### src/design/h3hv_pkg.sv
// Shared types, keyword tables and reason codes for the HTTP/3 header validator.
// No dependencies; imported by every module of the block.
package h3hv_pkg;

    // Reject reasons
    localparam logic [2:0] RSN_OK      = 3'd0;
    localparam logic [2:0] RSN_EMPTY   = 3'd1;
    localparam logic [2:0] RSN_UPPER   = 3'd2;
    localparam logic [2:0] RSN_PSEUDO  = 3'd3;
    localparam logic [2:0] RSN_FORBID  = 3'd4;
    localparam logic [2:0] RSN_MISSING = 3'd5;
    localparam logic [2:0] RSN_STATUS  = 3'd6;
    localparam logic [2:0] RSN_SWITCH  = 3'd7;

    localparam logic MODE_REQUEST  = 1'b0;
    localparam logic MODE_RESPONSE = 1'b1;

    // Name keyword indexes; the colon bit marks a leading ':'
    localparam int NAME_WORDS  = 11;
    localparam int KW_METHOD   = 0;
    localparam int KW_SCHEME   = 1;
    localparam int KW_PATH     = 2;
    localparam int KW_AUTH     = 3;
    localparam int KW_STATUS   = 4;
    localparam int KW_TE       = 5;
    localparam int KW_CONN     = 6;
    localparam int KW_UPGRADE  = 10;
    localparam int KW_COLON    = 11;
    localparam int NAME_CAND_W = NAME_WORDS + 1;

    localparam int VALUE_WORDS = 2;
    localparam int VW_CONNECT  = 0;
    localparam int VW_TRAILERS = 1;

    localparam int NAME_TEXT_W  = 17 * 8;
    localparam int VALUE_TEXT_W = 8 * 8;

    localparam logic [NAME_TEXT_W-1:0] NAME_TEXT [NAME_WORDS] = '{
        ":method", ":scheme", ":path", ":authority", ":status", "te",
        "connection", "keep-alive", "proxy-connection", "transfer-encoding",
        "upgrade"
    };
    localparam logic [4:0] NAME_SIZE [NAME_WORDS] = '{
        5'd7, 5'd7, 5'd5, 5'd10, 5'd7, 5'd2, 5'd10, 5'd10, 5'd16, 5'd17, 5'd7
    };
    localparam logic [VALUE_TEXT_W-1:0] VALUE_TEXT [VALUE_WORDS] = '{
        "CONNECT", "trailers"
    };
    localparam logic [3:0] VALUE_SIZE [VALUE_WORDS] = '{4'd7, 4'd8};

    localparam logic [7:0] CH_COLON = 8'h3A;
    localparam logic [7:0] CH_ZERO  = 8'h30;
    localparam logic [9:0] STATUS_SWITCHING = 10'd101;

    typedef struct packed {
        logic [7:0] data_byte;
        logic       in_value;
        logic       byte_present;
        logic       part_end;
        logic       message_end;
    } item_t;

    typedef struct packed {
        logic [4:0]             name_pos;
        logic [NAME_CAND_W-1:0] name_cand;
        logic                   name_upper;
        logic [3:0]             value_pos;
        logic [VALUE_WORDS-1:0] value_cand;
        logic [9:0]             digits;
        logic                   bad_digit;
        logic                   pending;
    } part_t;

    localparam part_t PART_RESET = '{
        name_pos:   '0,
        name_cand:  '1,
        name_upper: 1'b0,
        value_pos:  '0,
        value_cand: '1,
        digits:     '0,
        bad_digit:  1'b0,
        pending:    1'b0
    };

    typedef struct packed {
        logic       block_valid;
        logic [2:0] reject_reason;
        logic [9:0] status_value;
    } result_t;

    // Character at position pos of name keyword k (caller checks pos < length)
    function automatic logic [7:0] name_char(input int k, input logic [4:0] pos);
        int sh;
        sh = (int'(NAME_SIZE[k]) - 1 - int'(pos)) * 8;
        if (sh < 0) begin
            sh = 0;
        end
        return NAME_TEXT[k][sh +: 8];
    endfunction

    function automatic logic [7:0] value_char(input int k, input logic [3:0] pos);
        int sh;
        sh = (int'(VALUE_SIZE[k]) - 1 - int'(pos)) * 8;
        if (sh < 0) begin
            sh = 0;
        end
        return VALUE_TEXT[k][sh +: 8];
    endfunction

    function automatic logic name_is(input part_t p, input int k);
        return p.name_cand[k] && (p.name_pos == NAME_SIZE[k]);
    endfunction

    function automatic logic value_is(input part_t p, input int k);
        return p.value_cand[k] && (p.value_pos == VALUE_SIZE[k]);
    endfunction

endpackage

### src/design/h3hv_part_match.sv
// Per-header match state: keyword candidates, positions and status digits.
// Depends on h3hv_pkg. Presents the state with the current byte folded in.
module h3hv_part_match
    import h3hv_pkg::*;
(
    input  logic  aclk,
    input  logic  aresetn,
    input  logic  step_en,
    input  item_t item,
    input  logic  part_clear,
    output part_t part_now
);

    part_t part_reg;
    part_t part_next;

    always_comb begin
        part_now = part_reg;
        if (item.byte_present) begin
            if (item.in_value) begin
                for (int k = 0; k < VALUE_WORDS; k++) begin
                    if (!(part_reg.value_pos < VALUE_SIZE[k]) ||
                        item.data_byte != value_char(k, part_reg.value_pos)) begin
                        part_now.value_cand[k] = 1'b0;
                    end
                end
                if (part_reg.value_pos < 4'd3) begin
                    if (item.data_byte inside {[8'h30:8'h39]}) begin
                        part_now.digits = 10'(part_reg.digits * 10'd10
                                              + {2'b00, item.data_byte - CH_ZERO});
                    end else begin
                        part_now.bad_digit = 1'b1;
                    end
                end
                if (part_reg.value_pos != 4'd15) begin
                    part_now.value_pos = part_reg.value_pos + 4'd1;
                end
            end else begin
                for (int k = 0; k < NAME_WORDS; k++) begin
                    if (!(part_reg.name_pos < NAME_SIZE[k]) ||
                        item.data_byte != name_char(k, part_reg.name_pos)) begin
                        part_now.name_cand[k] = 1'b0;
                    end
                end
                if (part_reg.name_pos == 5'd0 && item.data_byte != CH_COLON) begin
                    part_now.name_cand[KW_COLON] = 1'b0;
                end
                if (item.data_byte inside {[8'h41:8'h5A]}) begin
                    part_now.name_upper = 1'b1;
                end
                if (part_reg.name_pos != 5'd31) begin
                    part_now.name_pos = part_reg.name_pos + 5'd1;
                end
            end
        end
        if (item.byte_present || item.part_end) begin
            part_now.pending = 1'b1;
        end
        part_next = part_clear ? PART_RESET : part_now;
    end

    always_ff @(posedge aclk) begin
        if (!aresetn) begin
            part_reg <= PART_RESET;
        end else if (step_en) begin
            part_reg <= part_next;
        end
    end

endmodule

### src/design/h3hv_rules.sv
// Header and block rules: pseudo-header tracking, sticky first error, verdict.
// Depends on h3hv_pkg; consumes the per-header match state from h3hv_part_match.
module h3hv_rules
    import h3hv_pkg::*;
(
    input  logic    aclk,
    input  logic    aresetn,
    input  logic    step_en,
    input  item_t   item,
    input  part_t   part_now,
    input  logic    check_mode,
    output logic    part_clear,
    output logic    result_valid,
    output result_t result
);

    logic [2:0] first_error_reg, first_error_next;
    logic [4:0] pseudo_seen_reg, pseudo_seen_next;
    logic       pseudo_closed_reg, pseudo_closed_next;
    logic       connect_reg, connect_next;
    logic [9:0] status_reg, status_next;
    logic       any_header_reg, any_header_next;

    logic [2:0] fe_w;
    logic [4:0] seen_w;
    logic       closed_w, connect_w, any_w;
    logic [9:0] status_w;
    logic [2:0] chk;
    logic [2:0] reason;
    logic [3:0] rq_hit;
    logic       finish;
    logic       is_pseudo;
    logic       forbidden;

    always_comb begin
        fe_w      = first_error_reg;
        seen_w    = pseudo_seen_reg;
        closed_w  = pseudo_closed_reg;
        connect_w = connect_reg;
        status_w  = status_reg;
        any_w     = any_header_reg;
        chk       = RSN_OK;
        forbidden = 1'b0;

        for (int k = 0; k < 4; k++) begin
            rq_hit[k] = name_is(part_now, k);
        end
        for (int k = KW_CONN; k <= KW_UPGRADE; k++) begin
            forbidden = forbidden | name_is(part_now, k);
        end
        is_pseudo = part_now.name_cand[KW_COLON] && part_now.name_pos != 5'd0;

        // a value end completes the header; block end completes an open one
        finish = (item.part_end && item.in_value) || (item.message_end && part_now.pending);

        if (finish) begin
            any_w = 1'b1;
            if (first_error_reg == RSN_OK) begin
                if (part_now.name_upper) begin
                    chk = RSN_UPPER;
                end else if (is_pseudo) begin
                    if (pseudo_closed_reg) begin
                        chk = RSN_PSEUDO;
                    end else if (check_mode == MODE_REQUEST) begin
                        if (rq_hit == 4'b0000 || (rq_hit & pseudo_seen_reg[3:0]) != 4'b0000) begin
                            chk = RSN_PSEUDO;
                        end else begin
                            seen_w[3:0] = pseudo_seen_reg[3:0] | rq_hit;
                            if (rq_hit[KW_METHOD] && value_is(part_now, VW_CONNECT)) begin
                                connect_w = 1'b1;
                            end
                        end
                    end else begin
                        if (!name_is(part_now, KW_STATUS) || pseudo_seen_reg[KW_STATUS]) begin
                            chk = RSN_PSEUDO;
                        end else begin
                            seen_w[KW_STATUS] = 1'b1;
                            if (part_now.value_pos != 4'd3 || part_now.bad_digit) begin
                                chk = RSN_STATUS;
                            end else begin
                                status_w = part_now.digits;
                            end
                        end
                    end
                end else begin
                    closed_w = 1'b1;
                    if (forbidden) begin
                        chk = RSN_FORBID;
                    end else if (name_is(part_now, KW_TE) &&
                                 !value_is(part_now, VW_TRAILERS)) begin
                        chk = RSN_FORBID;
                    end
                end
                fe_w = chk;
            end
        end

        if (fe_w != RSN_OK) begin
            reason = fe_w;
        end else if (!any_w) begin
            reason = RSN_EMPTY;
        end else if (check_mode == MODE_REQUEST) begin
            if (connect_w) begin
                reason = (seen_w[KW_METHOD] && seen_w[KW_AUTH] && !seen_w[KW_SCHEME]
                          && !seen_w[KW_PATH]) ? RSN_OK : RSN_MISSING;
            end else begin
                reason = (seen_w[KW_METHOD] && seen_w[KW_SCHEME] && seen_w[KW_PATH])
                         ? RSN_OK : RSN_MISSING;
            end
        end else if (!seen_w[KW_STATUS]) begin
            reason = RSN_MISSING;
        end else if (status_w == STATUS_SWITCHING) begin
            reason = RSN_SWITCH;
        end else begin
            reason = RSN_OK;
        end

        result_valid         = item.message_end;
        result.block_valid   = (reason == RSN_OK);
        result.reject_reason = reason;
        result.status_value  = (check_mode == MODE_RESPONSE && seen_w[KW_STATUS])
                               ? status_w : 10'd0;
        part_clear           = finish || item.message_end;

        if (item.message_end) begin
            first_error_next   = RSN_OK;
            pseudo_seen_next   = '0;
            pseudo_closed_next = 1'b0;
            connect_next       = 1'b0;
            status_next        = '0;
            any_header_next    = 1'b0;
        end else begin
            first_error_next   = fe_w;
            pseudo_seen_next   = seen_w;
            pseudo_closed_next = closed_w;
            connect_next       = connect_w;
            status_next        = status_w;
            any_header_next    = any_w;
        end
    end

    always_ff @(posedge aclk) begin
        if (!aresetn) begin
            first_error_reg   <= RSN_OK;
            pseudo_seen_reg   <= '0;
            pseudo_closed_reg <= 1'b0;
            connect_reg       <= 1'b0;
            status_reg        <= '0;
            any_header_reg    <= 1'b0;
        end else if (step_en) begin
            first_error_reg   <= first_error_next;
            pseudo_seen_reg   <= pseudo_seen_next;
            pseudo_closed_reg <= pseudo_closed_next;
            connect_reg       <= connect_next;
            status_reg        <= status_next;
            any_header_reg    <= any_header_next;
        end
    end

endmodule

### src/design/http3_header_validator.sv
// HTTP/3 header block validator, top level.
// Depends on h3hv_pkg, h3hv_part_match and h3hv_rules.
//
// Usage:
//   s_axis carries the header block one byte per transaction: tdata is the
//   byte, tuser flags name/value, byte presence and end of the current part,
//   tlast closes the block. Each completed header is checked on the fly.
//   m_axis carries one verdict per block, in the transaction after tlast:
//   tuser is the pass flag, tdata the reject reason and parsed :status.
//   cfg_valid/cfg_data write check_mode (0 request rules, 1 response rules);
//   write it only while no block is in flight. cfg_ready is always high.
// Timing:
//   One byte per cycle sustained while the receiver takes verdicts. A byte is
//   held in the input register, is evaluated against the match state there,
//   and the verdict lands in the output register, which drives m_axis_tvalid.
//   The output register holds a verdict while the receiver stalls; the input
//   register stops advancing only then, so s_axis_tready drops at most behind
//   one buffered byte.
// Reset: aresetn (synchronous, active low) clears all match state, the mode
//   (request rules) and both registers' valid flags.
module http3_header_validator
    import h3hv_pkg::*;
(
    input  logic        aclk,
    input  logic        aresetn,
    input  logic        s_axis_tvalid,
    output logic        s_axis_tready,
    input  logic [7:0]  s_axis_tdata,   // [7:0] data_byte
    input  logic [2:0]  s_axis_tuser,   // [0] in_value, [1] byte_present, [2] part_end
    input  logic        s_axis_tlast,   // message_end
    output logic        m_axis_tvalid,
    input  logic        m_axis_tready,
    output logic [15:0] m_axis_tdata,   // [2:0] reject_reason, [12:3] status_value, zero fill
    output logic        m_axis_tuser,   // [0] block_valid
    input  logic        cfg_valid,
    output logic        cfg_ready,
    input  logic [0:0]  cfg_data        // [0] check_mode
);

    logic    in_vld_reg, in_vld_next;
    item_t   in_item_reg;
    logic    out_vld_reg, out_vld_next;
    result_t out_res_reg;
    logic    check_mode_reg;

    logic    step_en;
    logic    s_accept;
    logic    part_clear;
    logic    res_valid;
    result_t res;
    part_t   part_now;

    assign cfg_ready     = 1'b1;
    assign step_en       = in_vld_reg && (!out_vld_reg || m_axis_tready);
    assign s_axis_tready = !in_vld_reg || step_en;
    assign s_accept      = s_axis_tvalid && s_axis_tready;

    always_comb begin
        in_vld_next = in_vld_reg;
        if (s_accept) begin
            in_vld_next = 1'b1;
        end else if (step_en) begin
            in_vld_next = 1'b0;
        end
        out_vld_next = out_vld_reg;
        if (step_en && res_valid) begin
            out_vld_next = 1'b1;
        end else if (m_axis_tready) begin
            out_vld_next = 1'b0;
        end
    end

    always_ff @(posedge aclk) begin
        if (!aresetn) begin
            in_vld_reg     <= 1'b0;
            out_vld_reg    <= 1'b0;
            check_mode_reg <= MODE_REQUEST;
        end else begin
            in_vld_reg  <= in_vld_next;
            out_vld_reg <= out_vld_next;
            if (cfg_valid) begin
                check_mode_reg <= cfg_data[0];
            end
        end
    end

    always_ff @(posedge aclk) begin
        if (s_accept) begin
            in_item_reg.data_byte    <= s_axis_tdata;
            in_item_reg.in_value     <= s_axis_tuser[0];
            in_item_reg.byte_present <= s_axis_tuser[1];
            in_item_reg.part_end     <= s_axis_tuser[2];
            in_item_reg.message_end  <= s_axis_tlast;
        end
        if (step_en && res_valid) begin
            out_res_reg <= res;
        end
    end

    h3hv_part_match u_match (
        .aclk       (aclk),
        .aresetn    (aresetn),
        .step_en    (step_en),
        .item       (in_item_reg),
        .part_clear (part_clear),
        .part_now   (part_now)
    );

    h3hv_rules u_rules (
        .aclk         (aclk),
        .aresetn      (aresetn),
        .step_en      (step_en),
        .item         (in_item_reg),
        .part_now     (part_now),
        .check_mode   (check_mode_reg),
        .part_clear   (part_clear),
        .result_valid (res_valid),
        .result       (res)
    );

    assign m_axis_tvalid = out_vld_reg;
    assign m_axis_tuser  = out_res_reg.block_valid;
    assign m_axis_tdata  = {3'b000, out_res_reg.status_value, out_res_reg.reject_reason};

endmodule

### config.mk
export PLATFORM = sky130hd
export DESIGN_NAME = http3_header_validator
export DESIGN_NICKNAME = d
export VERILOG_FILES = /design/src/design/h3hv_pkg.sv /design/src/design/h3hv_part_match.sv /design/src/design/h3hv_rules.sv /design/src/design/http3_header_validator.sv
export SDC_FILE = /design/constraint.sdc
export NUM_CORES = 1
export LEC_CHECK = 0
export BUFFER_PORTS_ARGS = -buffer_cell sky130_fd_sc_hd__buf_4
export CAP_MARGIN = 20
export CORE_UTILIZATION = 39
export CTS_CLUSTER_DIAMETER = 30
export CTS_CLUSTER_SIZE = 28
export DETAILED_ROUTE_END_ITERATION = 8
export PLACE_DENSITY = 0.67
export SYNTH_ARGS = -nofsm -noshare
export SYNTH_HDL_FRONTEND = slang
export SYNTH_HIERARCHICAL = 1
export SYNTH_SLANG_ARGS = --single-unit
### constraint.sdc
create_clock -name aclk -period 5.95 [get_ports aclk]
set_input_delay 0 -clock aclk [delete_from_list [all_inputs] [get_ports aclk]]
set_output_delay 0 -clock aclk [all_outputs]
set_load 0.005 [all_outputs]
==> summary.md, run 1 <==
| Metric | Value |
|---|---|
| Clock-pin slew on the worst setup and hold paths | `roughly 0.070 ns` |
| Post-synth EDFFs | `26` |
| Avg WL per Cell | `17.76 um` |
| Pins over their slew limit | `0` |
| Final Net Count | `about 1200` |
| Critical path class | `flip-flop to flip-flop` |
| Clock share of power | `between 40% and 50%` |
| CP Capture Type | `flip-flop` |
| Initial Utilization | `just under 40%` |
| Largest net degree at the start of global routing | `between 40 and 50` |
| Antenna fix cells | `0` |
| # rows | `54` |
| Mapped Cells | `between 1000 and 1500` |
| Largest stage delay on the critical path | `0.43 ns` |
| Synth cell types | `between 100 and 150` |
| Share of layout cells above drive strength 1 | `approximately 11%` |
| Fin cells | `approximately 1400` |
| 1st-iter DRT viols | `~750` |
| Sink Count | `86` |
| Inst Count DP | `1326` |
| Min-Delay Path Class | `primary input to flip-flop` |
| Placer Congestion | `just under 0.9` |
| Number of flip-flops in the largest register | `36` |
| Sequential power share | `~43%` |
| Setup ws final | `slightly below 0.7 ns` |
| Final design utilization | `between 40% and 50%` |
| Startpoint Class | `flip-flop` |
| Area Growth Syn to Fin | `10.64%` |
| Cell Chain, Critical Path | `buf_4 -> ha_1 -> nand2b_1 -> a21oi_1 -> nand2_1 -> inv_1 -> ha_1 -> xnor2_1 -> o31ai_1 -> a2bb2oi_1 -> o22ai_1 -> nand3_1 -> a2111o_1 -> nand2_1 -> nor2b_1 -> nand4_1 -> nor4_4 -> buf_4 -> mux2i_1 -> nor2_1 -> nor3_1 -> nor3b_2` |
| Top post-synthesis cells by area | `dfxtp_1 14%, edfxtp_1 9.0%, ha_1 8.9%` |
| Syn Area/Cell | `between 8 and 9 sq um` |
| Clock tree buffer depth | `2` |
| Mapped Area | `between 0.008 and 0.009 sq mm` |
| Post-synth top area share | `between 10% and 20%` |
| CTS Buf Count | `9` |
| Vias in the first global route | `around 7700` |
| Clock Skew | `0.007697 ns` |
| Area of the core | `0.02182 sq mm` |
| CP Buf/Inv Count | `3` |
| Max H-tree Level | `3` |
| Drt pass-1 iters | `5` |
| Minimum clock period | `5.254 ns` |
| Maxcap violations | `0` |
| Leak | `~3.6 nW` |
| Seq/Total Area, Yosys | `between 20% and 30%` |
| P_sw | `around 0.39 mW` |
| Data required, critical path | `a little over 6 ns` |
| Worst path arrival time | `5.34 ns` |
| Pwr Total | `about 1.5 mW` |
| Maximum clock rate | `approximately 190 MHz` |
| Die Wd | `~150 um` |
| First-pass GRT wire length | `about 39000 um` |
| Largest delay share family, worst path | `simple AND/OR/NAND/NOR gates` |
| Crit path max-delay cell type | `a2111o_1` |
| Drt total wl | `24160 um` |
| Via count | `8312` |
| Final setup vio count | `0` |
| Initial antenna violation count | `0` |
| CTS tree | `built` |
| Top_reg_cell synth | `dfxtp_1` |
| Pwr dens | `152.4 mW/mm^2` |
| Resize count post-CTS | `0` |
| Synth async-reset ratio | `0%` |
| Sw frac | `about a quarter` |
| Internal | `between 1 and 1.5 mW` |
| Die Footprint | `between 0.02 and 0.025 sq mm` |
| Fillers | `between 2000 and 2500` |
| Worst slew margin | `between 30% and 40%` |
| RSZ-0062 raised after global routing | `false` |
| Final period utilization | `between 80% and 90%` |
| Slew at the pin closest to its max-slew limit | `between 1 and 1.5 ns` |
| Ys Warns | `6` |
| IO buf count | `33` |
| GRT Resource Usage Total | `between 20% and 30%` |
| Status | `finished, final reports clean` |
| Final hold violation count | `0` |
| Post-DP Area | `around 0.009 sq mm` |
| I/O pin count | `38` |
| Post-Layout Inst Area | `around 0.0096 sq mm` |
| Residual DRC | `0` |
| Min Hold Slack | `slightly above 0.03 ns` |
| Post-place setup slack | `0.7616 ns` |
| Post-CTS Setup Bufs | `0` |
| Antenna-violating nets left | `0` |
| Leading area contributor after synthesis | `dfxtp_1` |
| Gate power share | `~15%` |
| Fin Setup TNS | `0 ns` |
| Seq cells post-synth | `between 80 and 90` |
| Die height | `roughly 150 um` |
| CP max FO | `between 40 and 50` |
| Max VDD drop | `around 170 uV` |
| Root Driver | `clkbuf_16` |
| Vias/cell | `between 6 and 7` |
| Worst-Skew Late Latency | `about 0.34 ns` |
| GRT Residual Overflow | `0` |
| Estimated wirelength of the detail-placed design | `about 17000 um` |
## repair_timing
item                       CTS  global route
hold endpoints to repair    15             0
hold buffers                17             0
setup endpoints to repair    0             0
## final timing paths
kind	cells past startpoint	slack (ns)	from	end
max	22	0.70	u_match/part_reg[33]	m_axis_tuser
max reg2reg	22	0.70	u_match/part_reg[33]	m_axis_tuser
min reg2reg	1	0.47	u_match/part_reg[24]	u_match/part_reg[24]
min	2	0.03	aresetn	u_match/part_reg[13]
## layout by cell type (no fill, tap or decap), types with 7 or more instances in the layout
cell,n
nor2_1,86
nand2_1,73
ha_1,62
dfxtp_1,60
a21oi_1,59
buf_4,54
xnor2_1,45
nor2b_1,41
inv_1,37
o21ai_0,37
nor3_1,34
edfxtp_1,26
a22oi_1,24
a31oi_1,22
mux2i_1,21
nand2b_1,19
dlygate4sd3_1,17
nand3_1,17
and2_1,16
mux2_2,15
o211ai_1,14
a211oi_1,14
a21o_1,14
xor2_1,11
nand4_1,11
a211o_1,10
clkbuf_16,9
nor4_1,9
nor4b_1,9
or3_1,9
o21a_1,8
a221oi_1,8
and3_1,7
nand4b_1,7
a22o_1,7
o31ai_1,7
and3b_1,7
o21bai_1,7
o22ai_1,7
## cell usage after synthesis, types with 8 or more instances
cell	instances
inv_1	37
a31oi_1	22
or3_1	9
o21a_1	8
a21o_1	14
a211oi_1	14
xnor2_1	45
nor4b_1	9
o211ai_1	14
nand4_1	11
a22oi_1	24
clkbuf_1	46
a21oi_1	59
dfxtp_1	60
and2_1	16
nand2b_1	19
nor3_1	34
edfxtp_1	26
nand3_1	17
nor2b_1	41
buf_2	17
nor4_1	9
mux2i_1	21
a211o_1	10
mux2_2	15
o21ai_0	37
nor2_1	86
xor2_1	11
a221oi_1	8
ha_1	62
nand2_1	73
## power groups by stage
stage          Sequential, mW  Clock, mW  Combinational (mW)
2_1_floorplan           0.638          0               0.151
3_3_place_gp            0.646          0               0.200
3_5_place_dp            0.647          0               0.203
4_1_cts                 0.634      0.620               0.213
5_1_grt                 0.635      0.645               0.236
6_report                0.634      0.613               0.217
## layout make-up
type	count	area (sq um)	area share, %
clock buffer	10	229.0	2.385
timing repair buffer	72	586.8	6.112
inverter	40	150.1	1.564
multi-input combinational	866	6208	64.67
sequential	86	1982	20.64
clock inverter	6	93.84	0.9775
tap	280	350.3	3.649
## routing by layer
layer  GRT usage, %  routed length, um  vias up
met4          5.900                380        0
met2          35.83              11580      301
met5              0                  0        -
met3          1.386               1260       30
li1               -                  -     3971
met1          29.24              10930     4010
## kinds of logic (layout without fill, tap and decap cells)
logic type                 after synthesis  after routing  share of synthesized area, %
xor gates and xnor gates                56             56                         5.652
muxes                                   36             36                         4.369
DFF                                     86             86                         22.84
buffers and inverters                  118            128                         5.797
and+or+nand+nor                        396            396                         26.04
AOI/OAI and AO/OA                      309            309                         25.70
adders and majority gates               65             65                         9.517
other                                    2              4                       0.08655
(Power assumes the default switching activity.)
==> run 2: changes to the inputs <==
--- a/config.mk
+++ b/config.mk
@@ -7,6 +7,7 @@
 export LEC_CHECK = 0
 export BUFFER_PORTS_ARGS = -buffer_cell sky130_fd_sc_hd__buf_4
 export CAP_MARGIN = 20
+export CORE_MARGIN = 2
 export CORE_UTILIZATION = 39
 export CTS_CLUSTER_DIAMETER = 30
 export CTS_CLUSTER_SIZE = 28
==> run 2 against run 1 <==
Global-route usage fell by 1.4 points; first-iteration DRC count fell by 0.27%; setup slack got worse by 0.12 ns; clock skew barely moved; critical path depth fell by 3; critical path type unchanged; combinational power barely moved; total power fell by 6.1%; maximum frequency fell by 2.2%; clock power fell by 15%; largest power group unchanged.
==> summary.md, run 2 (synthesis gave the netlist of run 1 again) <==
| Metric | Value |
|---|---|
| Status | `finished, final reports clean` |
| Drt pass-1 iters | `5` |
| Data required, critical path | `around 6.0 ns` |
| RSZ-0062 raised after global routing | `false` |
| Clock tree buffer depth | `2` |
| Leak | `roughly 3.6 nW` |
| First-pass GRT wire length | `about 39000 um` |
| Minimum clock period | `approximately 5.4 ns` |
| Slew at the pin closest to its max-slew limit | `1.063 ns` |
| Worst path arrival time | `5.46 ns` |
| Max H-tree Level | `3` |
| Area Growth Syn to Fin | `10.17%` |
| Antenna fix cells | `0` |
| Antenna-violating nets left | `0` |
| Clock-pin slew on the worst setup and hold paths | `0.07 ns` |
| Pwr dens | `143.7 mW/mm^2` |
| Post-Layout Inst Area | `0.009559 sq mm` |
| Final setup vio count | `0` |
| Startpoint Class | `flip-flop` |
| Initial Utilization | `around 40%` |
| Via count | `8148` |
| Die height | `around 150 um` |
| Min-Delay Path Class | `primary input to flip-flop` |
| GRT Residual Overflow | `0` |
| 1st-iter DRT viols | `744` |
| Critical path class | `flip-flop to flip-flop` |
| CTS tree | `built` |
| Root Driver | `clkbuf_16` |
| Most common cell after layout, fill and taps aside | `nor2_1` |
| Estimated wirelength of the detail-placed design | `between 15000 and 20000 um` |
| Area of the core | `roughly 0.022 sq mm` |
| Maxcap violations | `0` |
| # rows | `54` |
| CP max FO | `13` |
| Maximum clock rate | `186.2 MHz` |
| Residual DRC | `0` |
| Initial antenna violation count | `0` |
| CTS Buf Count | `9` |
| Die Wd | `between 150 and 200 um` |
| Drt total wl | `roughly 24000 um` |
| Max VDD drop | `157.7 uV` |
| Avg WL per Cell | `approximately 18 um` |
| Share of layout cells above drive strength 1 | `a little under an eighth` |
| Most frequent cells in the layout | `86 x nor2_1, 73 x nand2_1, 62 x ha_1` |
| Clock Skew | `between 0.007 and 0.008 ns` |
| Vias in the first global route | `around 7700` |
| Pins over their slew limit | `0` |
| Die Footprint | `about 0.023 sq mm` |
| Placer Congestion | `~0.88` |
| Number of flip-flops in the largest register | `36` |
| GRT Resource Usage Total | `between 10% and 20%` |
| Sink Count | `between 80 and 90` |
| Largest net degree at the start of global routing | `41` |
| Vias/cell | `between 5 and 6` |
| Post-DP Area | `just over 0.009 sq mm` |
| Post-CTS Setup Bufs | `0` |
| Fin Setup TNS | `0 ns` |
| Final period utilization | `90.28%` |
| Worst-Skew Late Latency | `around 0.35 ns` |
| CP Capture Type | `flip-flop` |
| IO buf count | `33` |
| Worst slew margin | `28.39%` |
| Final hold violation count | `0` |
| I/O pin count | `38` |
| Final Net Count | `around 1200` |
## run 2: area by class of cell
cell class | instances | area, sq um
multi-input cells | 866 | 6210
repair buffers | 73 | 594.3
well taps | 280 | 350.3
fillers | 2158 | 12260
clock buffers | 10 | 229.0
clock inverters | 6 | 43.79
inverters | 40 | 150.1
flip-flops and latches | 86 | 1982
## run 2: critical path, stage by stage, from the launching register on
cell	delay (ns)
dfxtp_1	0.47
inv_1	0.19
ha_1	0.45
inv_1	0.18
nand2_1	0.11
ha_1	0.36
a2111oi_1	0.67
o21ai_0	0.23
a21boi_0	0.20
o22ai_1	0.12
a2111o_1	0.31
nand2_1	0.07
nor2b_1	0.20
nand4_1	0.27
nor4_4	0.28
buf_4	0.27
mux2i_1	0.30
nor2_1	0.09
nor3_1	0.26
nor3b_2	0.08
## run 2: timing repair
| item | in CTS | in global routing |
|---|---|---|
| hold endpoints to repair | 15 | 0 |
| setup endpoints to repair | 0 | 3 |
| hold buffers | 17 | 0 |
| resized for setup | 0 | 1 |
## run 2: worst paths after layout
check / startpoint / to / slack, ns / cells past startpoint
setup / recovery: u_match/part_reg[32] / m_axis_tuser / 0.58 / 19
hold / removal: aresetn / u_match/part_reg[13] / 0.04 / 2
setup reg to reg: u_match/part_reg[32] / m_axis_tuser / 0.58 / 19
hold reg to reg: u_match/part_reg[24] / u_match/part_reg[24] / 0.47 / 1
## run 2: through the flow
step                utilization [%]  setup WS [ns]  std cells  hold slack (ns)  power [mW]
finish                        43.80         0.5782       1361          0.03520       1.374
detailed placement            41.77         0.4864       1328           0.1795      0.8499
floorplan                         -          1.030       1070          0.09887      0.7894
global placement              41.72         0.8770       1327           0.1786      0.8467
global route                  43.80        0.04236       1361          0.03152       1.430
CTS                           43.80         0.4505       1361         0.008807       1.386
## run 2: power by group
group / total (mW) / internal (mW) / switching [mW] / leakage, nW
sequential: 0.632 / 0.616 / 0.0161 / 0.749
clock: 0.523 / 0.285 / 0.238 / 0.133
combinational: 0.219 / 0.0905 / 0.128 / 2.73
## run 2: routing by layer
layer  share of wire (%)  track usage, %
met5                   0               0
met4                 1.1           6.085
met3                 5.0           1.730
met2                  48           32.82
met1                  46           27.64
==> run 3: changes to the inputs <==
--- a/config.mk
+++ b/config.mk
@@ -7,7 +7,8 @@
 export LEC_CHECK = 0
 export BUFFER_PORTS_ARGS = -buffer_cell sky130_fd_sc_hd__buf_4
 export CAP_MARGIN = 20
-export CORE_MARGIN = 2
+export CORE_ASPECT_RATIO = 0.8
+export CORE_MARGIN = 1
 export CORE_UTILIZATION = 39
 export CTS_CLUSTER_DIAMETER = 30
 export CTS_CLUSTER_SIZE = 28
==> run 3 against run 2 <==
Clock skew fell by 0.0012 ns; critical path depth rose by 2; first-iteration DRC count rose by 25%; wire length rose by 3.4%; sequential power barely moved; sequential share of layout area fell by 0.19 points; via count rose by 2.3%; utilization rose by 0.70 points; final cell count rose by 1.5%; register-to-register slack got worse by 0.11 ns; critical path type unchanged.
==> summary.md, run 3 (synthesis gave the netlist of run 1 again) <==
| Metric | Value |
|---|---|
| Minimum clock period | `roughly 5.5 ns` |
| Largest net degree at the start of global routing | `41` |
| Clock Skew | `between 0.006 and 0.007 ns` |
| RSZ-0062 raised after global routing | `false` |
| # rows | `48` |
| Area Growth Syn to Fin | `11.20%` |
| Die height | `about 140 um` |
| IO buf count | `33` |
| Clock-pin slew on the worst setup and hold paths | `roughly 0.070 ns` |
| Residual DRC | `0` |
| Root Driver | `clkbuf_16` |
| Final setup vio count | `0` |
| Max VDD drop | `roughly 160 uV` |
| Number of flip-flops in the largest register | `36` |
| Status | `finished, final reports clean` |
| Pwr dens | `~150 mW/mm^2` |
| Pwr Total | `between 1 and 1.5 mW` |
| Data required, critical path | `6.04 ns` |
| Final period utilization | `between 90% and 100%` |
| Antenna-violating nets left | `0` |
| Drt pass-1 iters | `7` |
| Maxcap violations | `0` |
| Sink Count | `86` |
| Placer Congestion | `0.9203` |
| CP max FO | `15` |
| Startpoint Class | `flip-flop` |
| Antenna fix cells | `0` |
| Min-Delay Path Class | `primary input to flip-flop` |
| I/O pin count | `38` |
| Worst slew margin | `roughly 34%` |
| Post-CTS Setup Bufs | `0` |
| First-pass GRT wire length | `39870 um` |
| Final Net Count | `approximately 1200` |
| CTS Buf Count | `9` |
| Die Wd | `168.8 um` |
| GRT Resource Usage Total | `approximately 22%` |
| Worst-Skew Late Latency | `about 0.35 ns` |
| Initial Utilization | `40.02%` |
| CTS tree | `built` |
| Maximum clock rate | `182.3 MHz` |
| Avg WL per Cell | `roughly 18 um` |
| Via count | `between 8000 and 9000` |
| Most common cell after layout, fill and taps aside | `nor2_1` |
| Max H-tree Level | `3` |
| Final hold violation count | `0` |
| Die Footprint | `~0.023 sq mm` |
| Initial antenna violation count | `0` |
| Worst path arrival time | `about 5.6 ns` |
| Clock tree buffer depth | `2` |
| Leak | `3.649 nW` |
| Pins over their slew limit | `0` |
| Fin Setup TNS | `0 ns` |
| Final design utilization | `~45%` |
| 1st-iter DRT viols | `roughly 930` |
| CP Capture Type | `flip-flop` |
| Share of layout cells above drive strength 1 | `roughly an eighth` |
| Drt total wl | `roughly 25000 um` |
| Critical path class | `flip-flop to flip-flop` |
| Vias in the first global route | `7591` |
| Most frequent cells in the layout | `86 x nor2_1, 73 x nand2_1, 62 x ha_1` |
| Slew at the pin closest to its max-slew limit | `0.9756 ns` |
| Estimated wirelength of the detail-placed design | `between 15000 and 20000 um` |
| Vias/cell | `just over 6` |
| Area of the core | `0.02168 sq mm` |
| GRT Residual Overflow | `0` |
-- run 3: final timing paths --
path                        startpoint                   end  slack [ns]  depth (start not counted)
hold reg to reg   u_match/part_reg[24]  u_match/part_reg[24]        0.48                          1
setup / recovery  u_match/part_reg[33]          m_axis_tuser        0.47                         21
setup reg to reg  u_match/part_reg[33]          m_axis_tuser        0.47                         21
hold / removal                 aresetn  u_match/part_reg[13]        0.02                          2
-- run 3: report_power, final --
part           leakage, nW  internal [mW]  switching [mW]
clock                0.162          0.375           0.258
combinational         2.74         0.0914           0.133
sequential           0.749          0.616          0.0140
total                 3.65           1.08           0.405
-- run 3: layout make-up --
| type | instances | area (sq um) |
|---|---|---|
| repair buffers | 74 | 601.8 |
| fillers | 2105 | 12030 |
| clock inverters | 7 | 106.4 |
| multi-input cells | 866 | 6208 |
| clock buffers | 9 | 225.2 |
| flip-flops and latches | 86 | 1982 |
| inverters | 40 | 150.1 |
| well taps | 300 | 375.4 |
-- run 3: critical path, cell delays in order (launching register included) --
cell	delay, ns
dfxtp_1	0.65
ha_1	0.37
nand2b_1	0.13
a21oi_1	0.20
nand2_1	0.12
inv_1	0.14
ha_1	0.37
xnor2_1	0.12
o31ai_1	0.20
a2bb2oi_1	0.09
o22ai_1	0.23
nand3_1	0.17
a2111o_1	0.43
nand2_1	0.08
nor2b_1	0.18
nand4_1	0.30
nor4_4	0.29
buf_4	0.28
mux2i_1	0.41
nor2_1	0.10
nor3_1	0.26
nor3b_2	0.08
-- run 3: stage by stage --
stage          cells  instance area (sq um)  hold WS (ns)  setup slack, ns
2_1_floorplan   1070                   8685       0.09887            1.030
3_3_place_gp    1348                   9136        0.1791           0.6893
3_5_place_dp    1348                   9136        0.1793           0.6313
4_1_cts         1381                   9638      0.003660           0.5874
5_1_grt         1382                   9649       0.04290          0.02235
6_report        1382                   9649       0.02157           0.4651
-- run 3: what timing repair did --
action,4_1_cts,5_1_grt
hold buffers,17,0
hold endpoints to repair,15,0
gates resized for setup,0,0
-- run 3: per-layer routing --
| layer | vias up | track usage, % | routed length [um] |
|---|---|---|---|
| met5 | - | 0 | 0 |
| met4 | 0 | 4.091 | 258 |
| met3 | 24 | 3.652 | 1991 |
| met2 | 356 | 32.87 | 10680 |
| met1 | 3962 | 31.67 | 11790 |
| li1 | 3993 | - | - |
